[src/rtl/core/wfs_pkg.sv]
// Shared types and constants of the windowed flow statistics block.
// Used by every module under rtl/core but wfs_ram; depends on nothing.
package wfs_pkg;

  localparam int FlowSlotsDef = 64;

  localparam logic [7:0] ProtoTcp  = 8'd6;
  localparam logic [7:0] ProtoUdp  = 8'd17;
  localparam logic [7:0] ProtoIcmp = 8'd1;

  localparam int DivNumW = 112;
  localparam int DivDenW = 64;
  localparam int DivQuoW = 48;
  localparam int RootInW = 48;
  localparam int RootW   = 24;

  localparam logic [23:0] Max24 = 24'hFF_FFFF;
  localparam logic [47:0] Max48 = 48'hFFFF_FFFF_FFFF;
  localparam logic [31:0] Max32 = 32'hFFFF_FFFF;
  localparam logic [63:0] Max64 = 64'hFFFF_FFFF_FFFF_FFFF;
  localparam logic [15:0] Max16 = 16'hFFFF;

  typedef enum logic {
    OP_PACKET = 1'b0,
    OP_TICK   = 1'b1
  } op_t;

  typedef enum logic {
    CFG_WINDOW_LENGTH = 1'b0,
    CFG_FIRST_START   = 1'b1
  } cfg_idx_t;

  typedef enum logic [1:0] {
    CLS_NONE = 2'd0,
    CLS_TCP  = 2'd1,
    CLS_UDP  = 2'd2,
    CLS_ICMP = 2'd3
  } cls_t;

  typedef struct packed {
    op_t         op;
    logic [63:0] key;
    logic [15:0] len;
    logic [31:0] sq;
    cls_t        cls;
    logic [47:0] now;
  } item_t;

  typedef struct packed {
    logic [31:0] pkts;
    logic [47:0] bytes;
    logic [63:0] sqsum;
    logic [47:0] start;
    cls_t        cls;
  } stat_t;

  typedef struct packed {
    logic [31:0] pkt_total;
    logic [47:0] byte_total;
    logic [23:0] mean_size;
    logic [23:0] std_size;
    logic [47:0] flow_age_ms;
    logic        tcp_flag;
    logic        udp_flag;
    logic        icmp_flag;
    logic [15:0] dropped_packets;
    logic        last_record;
  } rec_t;

  typedef enum logic [3:0] {
    ST_IDLE,
    ST_LK_RD,
    ST_LK_CMP,
    ST_UPD,
    ST_NEW,
    ST_TICK,
    ST_FL_RD,
    ST_FL_MUL,
    ST_FL_MEAN,
    ST_FL_STD,
    ST_FL_ROOT,
    ST_EMIT,
    ST_CLOSE
  } state_t;

  function automatic cls_t classify(input logic [7:0] proto);
    cls_t c;
    c = CLS_NONE;
    if (proto == ProtoTcp) c = CLS_TCP;
    else if (proto == ProtoUdp) c = CLS_UDP;
    else if (proto == ProtoIcmp) c = CLS_ICMP;
    return c;
  endfunction

endpackage

[src/rtl/core/wfs_front.sv]
// Front end: accepts items, classifies protocol, squares the length, and
// holds them in a two-entry queue for the back end. Depends on wfs_pkg.
module wfs_front (
  input  logic          clk,
  input  logic          rst,
  input  logic          in_valid,
  output logic          in_ready,
  input  logic          operation,
  input  logic [63:0]   flow_key,
  input  logic [15:0]   packet_bytes,
  input  logic [7:0]    protocol_number,
  input  logic [47:0]   now_ms,
  output logic          item_valid,
  input  logic          item_ready,
  output wfs_pkg::item_t item
);
  import wfs_pkg::*;

  item_t      q [2];
  logic       wr_ptr;
  logic       rd_ptr;
  logic [1:0] count;
  logic       push;
  logic       pop;
  item_t      fresh;

  assign in_ready   = (count != 2'd2);
  assign item_valid = (count != 2'd0);
  assign item       = q[rd_ptr];
  assign push       = in_valid && in_ready;
  assign pop        = item_valid && item_ready;

  always_comb begin
    fresh.op  = op_t'(operation);
    fresh.key = flow_key;
    fresh.len = packet_bytes;
    fresh.sq  = packet_bytes * packet_bytes;
    fresh.cls = classify(protocol_number);
    fresh.now = now_ms;
  end

  always_ff @(posedge clk) begin
    if (push) q[wr_ptr] <= fresh;
  end

  always_ff @(posedge clk) begin
    if (rst) begin
      wr_ptr <= 1'b0;
      rd_ptr <= 1'b0;
      count  <= 2'd0;
    end else begin
      if (push) wr_ptr <= ~wr_ptr;
      if (pop) rd_ptr <= ~rd_ptr;
      unique case ({push, pop})
        2'b10:   count <= count + 2'd1;
        2'b01:   count <= count - 2'd1;
        default: count <= count;
      endcase
    end
  end

endmodule

[config.mk]
export PLATFORM = sky130hd
export DESIGN_NAME = wfs_front
export DESIGN_NICKNAME = d
export VERILOG_FILES = /design/src/rtl/core/wfs_pkg.sv /design/src/rtl/core/wfs_front.sv
export SDC_FILE = /design/constraint.sdc
export NUM_CORES = 1
export LEC_CHECK = 0
export ABC_CLOCK_PERIOD_IN_PS = 12400
export BUFFER_PORTS_ARGS = -buffer_cell sky130_fd_sc_hd__buf_2
export CORE_AREA = 2 2 253 255
export DETAILED_ROUTE_END_ITERATION = 10
export DIE_AREA = 0 0 255 257
export PLACE_DENSITY = 0.55
export SLEW_MARGIN = 20
export SYNTH_ARGS = -nofsm -noshare
export SYNTH_HDL_FRONTEND = slang
export SYNTH_SLANG_ARGS = --single-unit
[constraint.sdc]
create_clock -name clk -period 12.4 [get_ports clk]
set_clock_uncertainty 0.15 [all_clocks]
set_input_delay 1.86 -clock clk [delete_from_list [all_inputs] [get_ports clk]]
set_output_delay 1.86 -clock clk [all_outputs]
set_load 0.03 [all_outputs]
==> metrics <==
status complete, no violations; clock buffers created by TritonCTS 36; final max-slew violation count 0; DRC Markers 0; Yosys top cell area share 50.2%; die footprint 65500 um^2; setup TNS 0 ns; ys flop type edfxtp_1; CTS Sinks 327; Clock Root Buffer clkbuf_16; total track usage 13.7%; Final Cycle Share 59.5%; Relative slew margins 35.2%; share of post-route cells with drive strength above 1 between 30% and 40%; Netlist cell types 51; CP Data Required Time 12.50 ns; max-cap viol count 0; IO buf count 304; Slew @ Worst Pin between 0.9 and 1 ns; via/cell ratio 4.38; Async SR Flop Fraction 0%; initial antenna violation count 6; clock tree buffer depth 3; NumNets Final 2104; Boundary Pins about 300; vias in the first global route 11900; Sequential Area 9770 um^2; met1 Use GR 16.9%; GRT overflow 0; Seq/Total Area, Yosys ~51%; core area 62700 um^2; Clock transition at path regs 0.06 ns; final setup vio count 0; Antenna Violating Nets Remaining 0; drt pass-1 iters 5; fin crit period ~7.4 ns; DRT iter0 DRCs roughly 430; CTS tree built; Global Route met2 Usage 23.5%; area of the multi-input gates 8380 um^2; Hold Crit Class flip-flop to flip-flop; Post-CTS Setup Inserts 0; global-route wire length before repair 69100 um; CP Data Arrival Time 7.48 ns; Setup crit start kind input pin; most frequent cell after synthesis edfxtp_1; CTS resizes 0; clk_lat worst skew between 0.5 and 0.6 ns; Mapped Cells 1392; FF+latch count, synth ~330; Wirelength per Cell about 18 um; die height 257 um; synth warn 0; htree depth 2; number of synthesized flops with an enable pin 322; Post-Syn Area 19200 um^2; GR peak layer met2; hpwl dp approximately 34000 um; Rows 92; Setup CP Type input pin to flip-flop; Vias about 11000; highest clock rate 135 MHz; Hold Fails Final Rpt 0; endpoint class of the critical path flip-flop; Routability Congestion ~0.86; hold_buf cts 0; Synth area leaders edfxtp_1 (50%), fa_1 (17%), mux2_2 (9.5%), ha_1 (6.8%), inv_1 (4.6%); largest net degree at the start of global routing 71; final WL between 40000 and 50000 um; FILL cells 6103; met3 usage approximately 3.7%; initial core utilization 30.7%; RSZ-0062 raised after global routing no; CP max FO 12; area growth from synthesis to final layout 18.7%; Die X 255 um; top cells by count, synth edfxtp_1 (322), inv_1 (236), fa_1 (162), mux2_2 (162), ha_1 (104); Syn Nets 1799; syn avg cell area 13.8 um^2; dominant cell type by area after synthesis edfxtp_1
critical path: stages:
cell and delay (ns):
buf_2 0.19, inv_1 0.31, nor2_1 0.15, fa_1 0.51, inv_1 0.06, fa_1 0.52, inv_1 0.05, fa_1 0.50
inv_1 0.05, fa_1 0.55, fa_1 0.42, fa_1 0.49, inv_1 0.04, ha_1 0.38, a21oi_1 0.22, o21ai_0 0.11
a31oi_1 0.44, o41ai_2 0.19, a211oi_1 0.29, xnor2_1 0.14
registers in the layout, summed over array words and instances (netlist names), named ones only:
register and cells:
q 322, count 2, rd_ptr 1, wr_ptr 1
worst paths after layout:
| kind | start | endpoint | slack (ns) | cells after the start |
|---|---|---|---|---|
| hold reg to reg | count[1]$_SDFFE_PP0P_ | count[1]$_SDFFE_PP0P_ | 0.36 | 2 |
| setup / recovery | packet_bytes[12] | q[0][81]$_DFFE_PP_ | 5.02 | 20 |
| setup reg to reg | count[0]$_SDFFE_PP0P_ | q[1][130]$_DFFE_PP_ | 8.98 | 4 |
| hold / removal | count[1]$_SDFFE_PP0P_ | count[1]$_SDFFE_PP0P_ | 0.36 | 2 |
per-layer routing:
metal  share of wire, %  up-vias
met5              0.088        -
met4                2.0        6
met3                7.5       66
met2                 48      302
met1                 42     5570
li1                   -     5314
final cells by class:
| class | instances | area share (%) |
|---|---|---|
| inverter | 236 | 3.88 |
| tap | 846 | 4.63 |
| sequential | 327 | 42.8 |
| clock buffer | 41 | 4.03 |
| clock inverter | 22 | 0.953 |
| timing repair buffer | 312 | 7.01 |
| multi-input combinational | 784 | 36.7 |
| antenna | 4 | 0.0438 |
through the flow:
stage          instance area (um^2)  std cells  hold WS [ns]  util (%)  setup WS [ns]
2_1_floorplan                 19200       1392         0.311         -           2.92
3_3_place_gp                  21700       2504         0.334      34.5           4.65
3_5_place_dp                  21700       2504         0.354      34.5           4.53
4_1_cts                       22800       2567         0.363      36.4           5.09
5_1_grt                       22800       2568         0.392      36.4           4.64
6_report                      22800       2572         0.357      36.4           5.02
layout by cell type, fill, tap and decap left out, drive strengths merged, types with 6 or more instances in the layout:
master	instances
a211oi	6
inv	237
a21oi	31
clkinv	16
nor2	46
nand4	6
edfxtp	322
xnor2	28
clkbuf	41
buf	312
xor2	15
and2	43
ha	104
fa	162
o21ai	23
mux2	162
nand2	92
a31oi	6
a21o	7
nand3	8
cells by family (layout without fill, tap and decap cells):
kind of cell	after synthesis	count (layout)	synth area share [%]
flops	327	327	50.8
buf+inv	281	611	5.77
mux	164	164	9.58
other cells	1	5	0.0195
simple gates	221	221	5.36
xor+xnor	43	43	1.96
fa+ha+maj	266	266	23.6
compound gates	89	89	2.92
Power is not shown: default switching activity piles up to over one toggle a cycle in this logic, so the estimate is an artifact.
